===== src/hdl/alx_pkg.sv =====
// Shared types, character constants and classification helpers for the assembler lexer.
package alx_pkg;

    typedef enum logic [2:0] {
        MODE_IDLE    = 3'd0,
        MODE_COMMENT = 3'd1,
        MODE_IDENT   = 3'd2,
        MODE_DEC     = 3'd3,
        MODE_ZERO    = 3'd4,
        MODE_HEX     = 3'd5,
        MODE_BIN     = 3'd6
    } t_mode;

    typedef enum logic [1:0] {
        KIND_NUM   = 2'd0,
        KIND_IDENT = 2'd1,
        KIND_OP    = 2'd2,
        KIND_END   = 2'd3
    } t_kind;

    typedef struct packed {
        logic       valid;
        logic [7:0] ch;
        logic       start;
        t_kind      kind;
        t_mode      next_mode;
    } t_step_res;

    localparam logic [7:0] CH_SPACE   = 8'h20;
    localparam logic [7:0] CH_TAB     = 8'h09;
    localparam logic [7:0] CH_CR      = 8'h0D;
    localparam logic [7:0] CH_LF      = 8'h0A;
    localparam logic [7:0] CH_PERCENT = 8'h25;
    localparam logic [7:0] CH_UNDER   = 8'h5F;
    localparam logic [7:0] CH_ZERO    = 8'h30;
    localparam logic [7:0] CH_ONE     = 8'h31;
    localparam logic [7:0] CH_NINE    = 8'h39;
    localparam logic [7:0] CH_UP_A    = 8'h41;
    localparam logic [7:0] CH_UP_B    = 8'h42;
    localparam logic [7:0] CH_UP_F    = 8'h46;
    localparam logic [7:0] CH_UP_X    = 8'h58;
    localparam logic [7:0] CH_UP_Z    = 8'h5A;
    localparam logic [7:0] CH_LO_A    = 8'h61;
    localparam logic [7:0] CH_LO_B    = 8'h62;
    localparam logic [7:0] CH_LO_F    = 8'h66;
    localparam logic [7:0] CH_LO_X    = 8'h78;
    localparam logic [7:0] CH_LO_Z    = 8'h7A;
    localparam logic [7:0] CASE_DIFF  = 8'h20;
    localparam logic [7:0] CH_NUL     = 8'h00;

    function automatic logic is_digit(input logic [7:0] c);
        return (c >= CH_ZERO) && (c <= CH_NINE);
    endfunction

    function automatic logic is_lower(input logic [7:0] c);
        return (c >= CH_LO_A) && (c <= CH_LO_Z);
    endfunction

    function automatic logic is_alpha(input logic [7:0] c);
        return is_lower(c) || ((c >= CH_UP_A) && (c <= CH_UP_Z));
    endfunction

    function automatic logic is_hex(input logic [7:0] c);
        return is_digit(c) || ((c >= CH_LO_A) && (c <= CH_LO_F))
            || ((c >= CH_UP_A) && (c <= CH_UP_F));
    endfunction

    function automatic logic [7:0] to_upper(input logic [7:0] c);
        return is_lower(c) ? (c - CASE_DIFF) : c;
    endfunction

endpackage


===== src/hdl/alx_step.sv =====
// Combinational lexer step: classifies one byte against the current mode.
module alx_step
    import alx_pkg::*;
(
    input  logic [7:0] i_char,
    input  logic       i_eoi,
    input  t_mode      i_mode,
    output t_step_res  o_res
);

    t_step_res idle_res;

    // Handling of a byte when no token is open; also used when a token is ended
    // by a byte that cannot continue it.
    always_comb begin
        idle_res.valid     = 1'b1;
        idle_res.ch        = i_char;
        idle_res.start     = 1'b1;
        idle_res.kind      = KIND_OP;
        idle_res.next_mode = MODE_IDLE;
        if (i_char == CH_SPACE || i_char == CH_TAB || i_char == CH_CR) begin
            idle_res.valid = 1'b0;
        end else if (i_char == CH_PERCENT) begin
            idle_res.valid     = 1'b0;
            idle_res.next_mode = MODE_COMMENT;
        end else if (is_digit(i_char)) begin
            idle_res.kind      = KIND_NUM;
            idle_res.next_mode = (i_char == CH_ZERO) ? MODE_ZERO : MODE_DEC;
        end else if (is_alpha(i_char) || i_char == CH_UNDER) begin
            idle_res.ch        = to_upper(i_char);
            idle_res.kind      = KIND_IDENT;
            idle_res.next_mode = MODE_IDENT;
        end
    end

    always_comb begin
        o_res = idle_res;
        if (i_eoi) begin
            o_res.valid     = 1'b1;
            o_res.ch        = CH_NUL;
            o_res.start     = 1'b1;
            o_res.kind      = KIND_END;
            o_res.next_mode = MODE_IDLE;
        end else begin
            case (i_mode)
                MODE_COMMENT: begin
                    if (i_char == CH_LF) begin
                        o_res = idle_res;
                    end else begin
                        o_res.valid     = 1'b0;
                        o_res.next_mode = MODE_COMMENT;
                    end
                end
                MODE_IDENT: begin
                    if (is_alpha(i_char) || is_digit(i_char) || i_char == CH_UNDER) begin
                        o_res.ch        = to_upper(i_char);
                        o_res.start     = 1'b0;
                        o_res.kind      = KIND_IDENT;
                        o_res.next_mode = MODE_IDENT;
                    end
                end
                MODE_DEC: begin
                    if (is_digit(i_char)) begin
                        o_res.ch        = i_char;
                        o_res.start     = 1'b0;
                        o_res.kind      = KIND_NUM;
                        o_res.next_mode = MODE_DEC;
                    end
                end
                MODE_ZERO: begin
                    if (i_char == CH_LO_X || i_char == CH_UP_X) begin
                        o_res.ch        = CH_UP_X;
                        o_res.start     = 1'b0;
                        o_res.kind      = KIND_NUM;
                        o_res.next_mode = MODE_HEX;
                    end else if (i_char == CH_LO_B || i_char == CH_UP_B) begin
                        o_res.ch        = CH_UP_B;
                        o_res.start     = 1'b0;
                        o_res.kind      = KIND_NUM;
                        o_res.next_mode = MODE_BIN;
                    end else if (is_digit(i_char)) begin
                        o_res.ch        = i_char;
                        o_res.start     = 1'b0;
                        o_res.kind      = KIND_NUM;
                        o_res.next_mode = MODE_DEC;
                    end
                end
                MODE_HEX: begin
                    if (is_hex(i_char)) begin
                        o_res.ch        = to_upper(i_char);
                        o_res.start     = 1'b0;
                        o_res.kind      = KIND_NUM;
                        o_res.next_mode = MODE_HEX;
                    end
                end
                MODE_BIN: begin
                    if (i_char == CH_ZERO || i_char == CH_ONE) begin
                        o_res.ch        = i_char;
                        o_res.start     = 1'b0;
                        o_res.kind      = KIND_NUM;
                        o_res.next_mode = MODE_BIN;
                    end
                end
                default: begin
                    o_res = idle_res;
                end
            endcase
        end
    end

endmodule


===== src/hdl/assembler_lexer.sv =====
// Streaming assembler lexer top level: input register, step logic and result register.
//
// The slave channel takes one source byte per transfer in s_axis_tdata, with
// s_axis_tuser marking end of input. The master channel gives one result per kept
// byte: the upper-cased byte in m_axis_tdata, and in m_axis_tuser the token start
// flag and the token kind (number, identifier, operator, end marker).
// Blanks and comment bytes produce no result transfer.
// A byte accepted into the input register is classified there by the step logic;
// its result is written to the result register and offered on the master side.
// Throughput is one byte per cycle if the receiver keeps up; the only feedback is
// the 3-bit lexer mode, updated in the same cycle the byte leaves the input register.
// When the receiver stalls, the result register holds its transfer and the input
// register keeps one byte; s_axis_tready drops only when both are full and the
// held byte would produce a result. Bytes that produce no result still drain.
// Reset empties both registers and returns the mode to idle between tokens.
module assembler_lexer
    import alx_pkg::*;
(
    input  logic       i_clk,
    input  logic       i_rst_n,
    input  logic       s_axis_tvalid,
    output logic       s_axis_tready,
    input  logic [7:0] s_axis_tdata,   // [7:0] in_char
    input  logic [0:0] s_axis_tuser,   // [0] end_of_input
    output logic       m_axis_tvalid,
    input  logic       m_axis_tready,
    output logic [7:0] m_axis_tdata,   // [7:0] out_char
    output logic [2:0] m_axis_tuser    // [0] token_start, [2:1] token_kind
);

    logic       r_in_valid;
    logic [7:0] r_in_char;
    logic       r_in_eoi;
    t_mode      r_mode;
    logic       r_out_valid;
    logic [7:0] r_out_char;
    logic       r_out_start;
    t_kind      r_out_kind;

    t_step_res  step;
    logic       out_room;
    logic       advance;

    alx_step u_step (
        .i_char (r_in_char),
        .i_eoi  (r_in_eoi),
        .i_mode (r_mode),
        .o_res  (step)
    );

    assign out_room      = !r_out_valid || m_axis_tready;
    assign advance       = r_in_valid && (!step.valid || out_room);
    assign s_axis_tready = !r_in_valid || advance;

    always_ff @(posedge i_clk) begin
        if (!i_rst_n) begin
            r_in_valid <= 1'b0;
        end else if (s_axis_tready) begin
            r_in_valid <= s_axis_tvalid;
        end
    end

    always_ff @(posedge i_clk) begin
        if (s_axis_tready && s_axis_tvalid) begin
            r_in_char <= s_axis_tdata;
            r_in_eoi  <= s_axis_tuser[0];
        end
    end

    always_ff @(posedge i_clk) begin
        if (!i_rst_n) begin
            r_mode <= MODE_IDLE;
        end else if (advance) begin
            r_mode <= step.next_mode;
        end
    end

    always_ff @(posedge i_clk) begin
        if (!i_rst_n) begin
            r_out_valid <= 1'b0;
        end else if (advance && step.valid) begin
            r_out_valid <= 1'b1;
        end else if (m_axis_tready) begin
            r_out_valid <= 1'b0;
        end
    end

    always_ff @(posedge i_clk) begin
        if (advance && step.valid) begin
            r_out_char  <= step.ch;
            r_out_start <= step.start;
            r_out_kind  <= step.kind;
        end
    end

    assign m_axis_tvalid = r_out_valid;
    assign m_axis_tdata  = r_out_char;
    assign m_axis_tuser  = {r_out_kind, r_out_start};

    // The end marker is always a zero byte that starts its own token.
    assert property (@(posedge i_clk) disable iff (!i_rst_n)
        (m_axis_tvalid && m_axis_tuser[2:1] == KIND_END)
            |-> (m_axis_tdata == CH_NUL && m_axis_tuser[0]))
        else $error("end marker malformed");

    // Only numbers and identifiers have continuation bytes.
    assert property (@(posedge i_clk) disable iff (!i_rst_n)
        (m_axis_tvalid && !m_axis_tuser[0])
            |-> (m_axis_tuser[2:1] == KIND_NUM || m_axis_tuser[2:1] == KIND_IDENT))
        else $error("continuation byte on a one-byte token kind");

    // End of input always leaves the lexer idle.
    assert property (@(posedge i_clk) disable iff (!i_rst_n)
        (advance && r_in_eoi) |=> (r_mode == MODE_IDLE))
        else $error("mode not idle after end of input");

    // Inside a comment only a newline or end of input produces a result.
    assert property (@(posedge i_clk) disable iff (!i_rst_n)
        (r_in_valid && r_mode == MODE_COMMENT && !r_in_eoi && r_in_char != CH_LF)
            |-> !step.valid)
        else $error("comment byte produced a result");

    // A held byte is never dropped while it waits for room downstream.
    assert property (@(posedge i_clk) disable iff (!i_rst_n)
        (r_in_valid && !advance) |=> (r_in_valid && $stable(r_in_char) && $stable(r_mode)))
        else $error("stalled input byte lost");

endmodule

===== config.mk =====
export PLATFORM = sky130hd
export DESIGN_NAME = assembler_lexer
export DESIGN_NICKNAME = d
export VERILOG_FILES = /design/src/hdl/alx_pkg.sv /design/src/hdl/alx_step.sv /design/src/hdl/assembler_lexer.sv
export SDC_FILE = /design/constraint.sdc
export NUM_CORES = 1
export LEC_CHECK = 0
export ABC_CLOCK_PERIOD_IN_PS = 7000
export BUFFER_PORTS_ARGS = -buffer_cell sky130_fd_sc_hd__buf_4
export CAP_MARGIN = 30
export CORE_MARGIN = 3
export CORE_UTILIZATION = 37
export CTS_CLUSTER_SIZE = 40
export DETAILED_ROUTE_END_ITERATION = 16
export SYNTH_ARGS = -nofsm -noshare
export SYNTH_HDL_FRONTEND = slang
export SYNTH_SLANG_ARGS = --single-unit

===== constraint.sdc =====
create_clock -name i_clk -period 7 [get_ports i_clk]
set_input_delay 0.35 -clock i_clk [delete_from_list [all_inputs] [get_ports i_clk]]
set_output_delay 0.35 -clock i_clk [all_outputs]
set_load 0.01 [all_outputs]

==> flow_summary.json <==
{
  "max_slew_margin": 0.3982,
  "clock_skew_ns": 0.005566,
  "min_period_over_period": 0.3939,
  "final_nets": 210,
  "setup_tns_ns": 0,
  "maxCapViolations": 0,
  "seq_area_frac_synth": 0.4262,
  "endpoint_kind": "flop",
  "globalRoute.totalOverflow": 0,
  "pwr_density_cell_nw_per_um2": 165.3,
  "timing.fmax_mhz": 362.7,
  "cp-start-kind": "flop",
  "stdcell_count": 242,
  "postSynthNetCount": 194,
  "antenna_found_initial": 0,
  "die_y_um": 72.66,
  "synth_flop_cell": "edfxtp_1",
  "gp_congestion": 0.8953,
  "grt_pass1_vias": 1314,
  "wl_per_cell_um": 15.52,
  "crit_type": "flop to flop",
  "first_pass_iters": 6,
  "final_common_cell": "buf_4",
  "final-hold-violation-count": 0,
  "htreeDepth": 1,
  "whs_ns": 0.2381,
  "area_growth_pct": 14.23,
  "hold_path_class": "input port to flop",
  "ys_types": 55,
  "synth-async-reset-ratio": 0,
  "crit_required_ns": 6.91,
  "postRouteAntennaNets": 0,
  "vias": 1475,
  "post_cts_buffers": 0,
  "dp.cells": 238,
  "drive_gt1_frac": 0.1823,
  "cts_root_buf": "clkbuf_8",
  "start_util": 0.3967,
  "clock-sinks": 25,
  "startpoint": "r_in_char[4]",
  "path_max_fanout": 11,
  "worstPathCellList": "nor3_1 -> nand4_1 -> a21oi_1 -> o21ai_0 -> nor2_1",
  "slowest_stage": "nor2_1",
  "avgSynthCellArea_sq_um": 9.289,
  "final_cell_mix": "buf_4, edfxtp_1, nand2_1",
  "numCtsBuffers": 3,
  "gr-usage-all-layers": 0.1448,
  "drt_iter0_drc": 112,
  "grt_max_degree": 21,
  "dieArea_sq_um": 5279,
  "rsz0062_at_grt": "no",
  "tightest_slew_ns": 0.8994,
  "cellLeakagePower_nw": 0.6978,
  "row_count": 23,
  "viasPerCell": 6.095,
  "slew_viol_final": 0,
  "cts_buffer_depth": 2,
  "synth_warnings": 0,
  "hpwlAfterDp_um": 2789,
  "port_buffers": 25,
  "antenna_cells": 0,
  "slowest_delay_ns": 0.74,
  "tritoncts": "done",
  "status": "finished, final reports clean",
  "core_area_sq_um": 4144,
  "irDropWorstVdd_uv": 81.16,
  "ioPinCount": 26,
  "clock_latency_ns": 0.28,
  "synth_area_sq_um": 1644,
  "cts_resized": 0,
  "synth_seq_cells": 25,
  "holdCritStartpoint": "s_axis_tdata[2]",
  "synth_edf_count": 20,
  "r2r_start": "r_in_char[4]",
  "fin_util": 0.4532,
  "cts.clk_slew.worst_paths_ns": 0.10,
  "setup_viol": 0,
  "postSynthCellCount": 177,
  "grt_pass1_wl_um": 6099,
  "fp.dieW_um": 72.66,
  "wl_um": 3757,
  "ctsHoldBuffers": 0,
  "crit_arrival_ns": 2.67,
  "finalCriticalPeriod_ns": 2.757,
  "drc": 0,
  "fillers": 400
}
[power breakdown]
group	switching, mW	total, mW	internal, mW
combinational	0.0192	0.0381	0.0188
sequential	0.0115	0.180	0.169
clock	0.0505	0.0923	0.0418
total	0.0812	0.310	0.229
[registers in the layout, summed over array words and instances (netlist names)]
signal,cells
r_mode,3
r_out_start,1
m_axis_tdata,8
r_out_kind,2
m_axis_tvalid,1
r_in_char,8
r_in_eoi,1
r_in_valid,1
[critical path, delay by kind of cell (launching register included)]
family | cells | cell delay [ns]
AO/OA/AOI/OAI | 2 | 0.44
flip-flops | 1 | 0.56
AND/OR/NAND/NOR | 3 | 1.39
[synthesized netlist by cell type (all sizes together), types with 2 or more instances]
library cell / instances / area share
edfxtp: 20 / 0.37
nand2: 16 / 0.037
nor2: 15 / 0.034
clkbuf: 10 / 0.023
o21ai: 9 / 0.027
nor2b: 8 / 0.030
a21oi: 7 / 0.021
inv: 7 / 0.016
nor3: 7 / 0.021
a31oi: 5 / 0.019
dfxtp: 5 / 0.061
nand4: 5 / 0.019
nor4: 5 / 0.028
buf: 4 / 0.018
ha: 4 / 0.030
nand2b: 4 / 0.015
nand3: 4 / 0.012
a211o: 2 / 0.011
a211oi: 2 / 0.0091
a21o: 2 / 0.0091
a32o: 2 / 0.012
and2: 2 / 0.0091
mux2i: 2 / 0.012
nand4b: 2 / 0.014
nor4b: 2 / 0.011
o311a: 2 / 0.012
or2: 2 / 0.0076
[layout make-up]
cell class              count  area [sq um]  share of cell area
clock inverters             1         8.758            0.004664
flip-flops and latches     25         700.7              0.3731
well taps                  50         62.56             0.03331
clock buffers               3         41.29             0.02199
multi-input cells         131         850.8              0.4530
inverters                   7         26.28             0.01399
repair buffers             25         187.7             0.09993
[through the flow]
stage	instance area, sq um	setup slack (ns)	power (mW)
floorplan	1644	4.567	0.2052
CTS	1878	4.241	0.3132
detailed placement	1828	4.259	0.2211
global route	1878	3.930	0.3258
global placement	1828	4.264	0.2200
finish	1878	4.243	0.3105
[worst paths after layout]
kind | to | slack [ns] | depth (start not counted)
setup / recovery | m_axis_tdata[6] | 4.24 | 5
hold / removal | r_in_char[2] | 0.24 | 1
setup reg to reg | m_axis_tdata[6] | 4.24 | 5
hold reg to reg | m_axis_tvalid | 0.57 | 2
[routing by layer]
layer / wire length (um) / vias to the layer above / global-route usage
met4: 64 / 0 / 0.05738
li1: - / 699 / -
met1: 1562 / 686 / 0.1844
met5: 0 / - / 0
met3: 316 / 8 / 0.02342
met2: 1813 / 82 / 0.2445
[cells by family (layout without fill, tap and decap cells)]
| kind of cell | after synthesis | after routing | share of synthesized area |
|---|---|---|---|
| compound gates | 47 | 47 | 0.2070 |
| buf+inv | 21 | 36 | 0.05632 |
| simple gates | 78 | 78 | 0.2679 |
| flops | 25 | 25 | 0.4262 |
| fa+ha+maj | 4 | 4 | 0.03044 |
| mux | 2 | 2 | 0.01218 |
(Power assumes the default switching activity.)
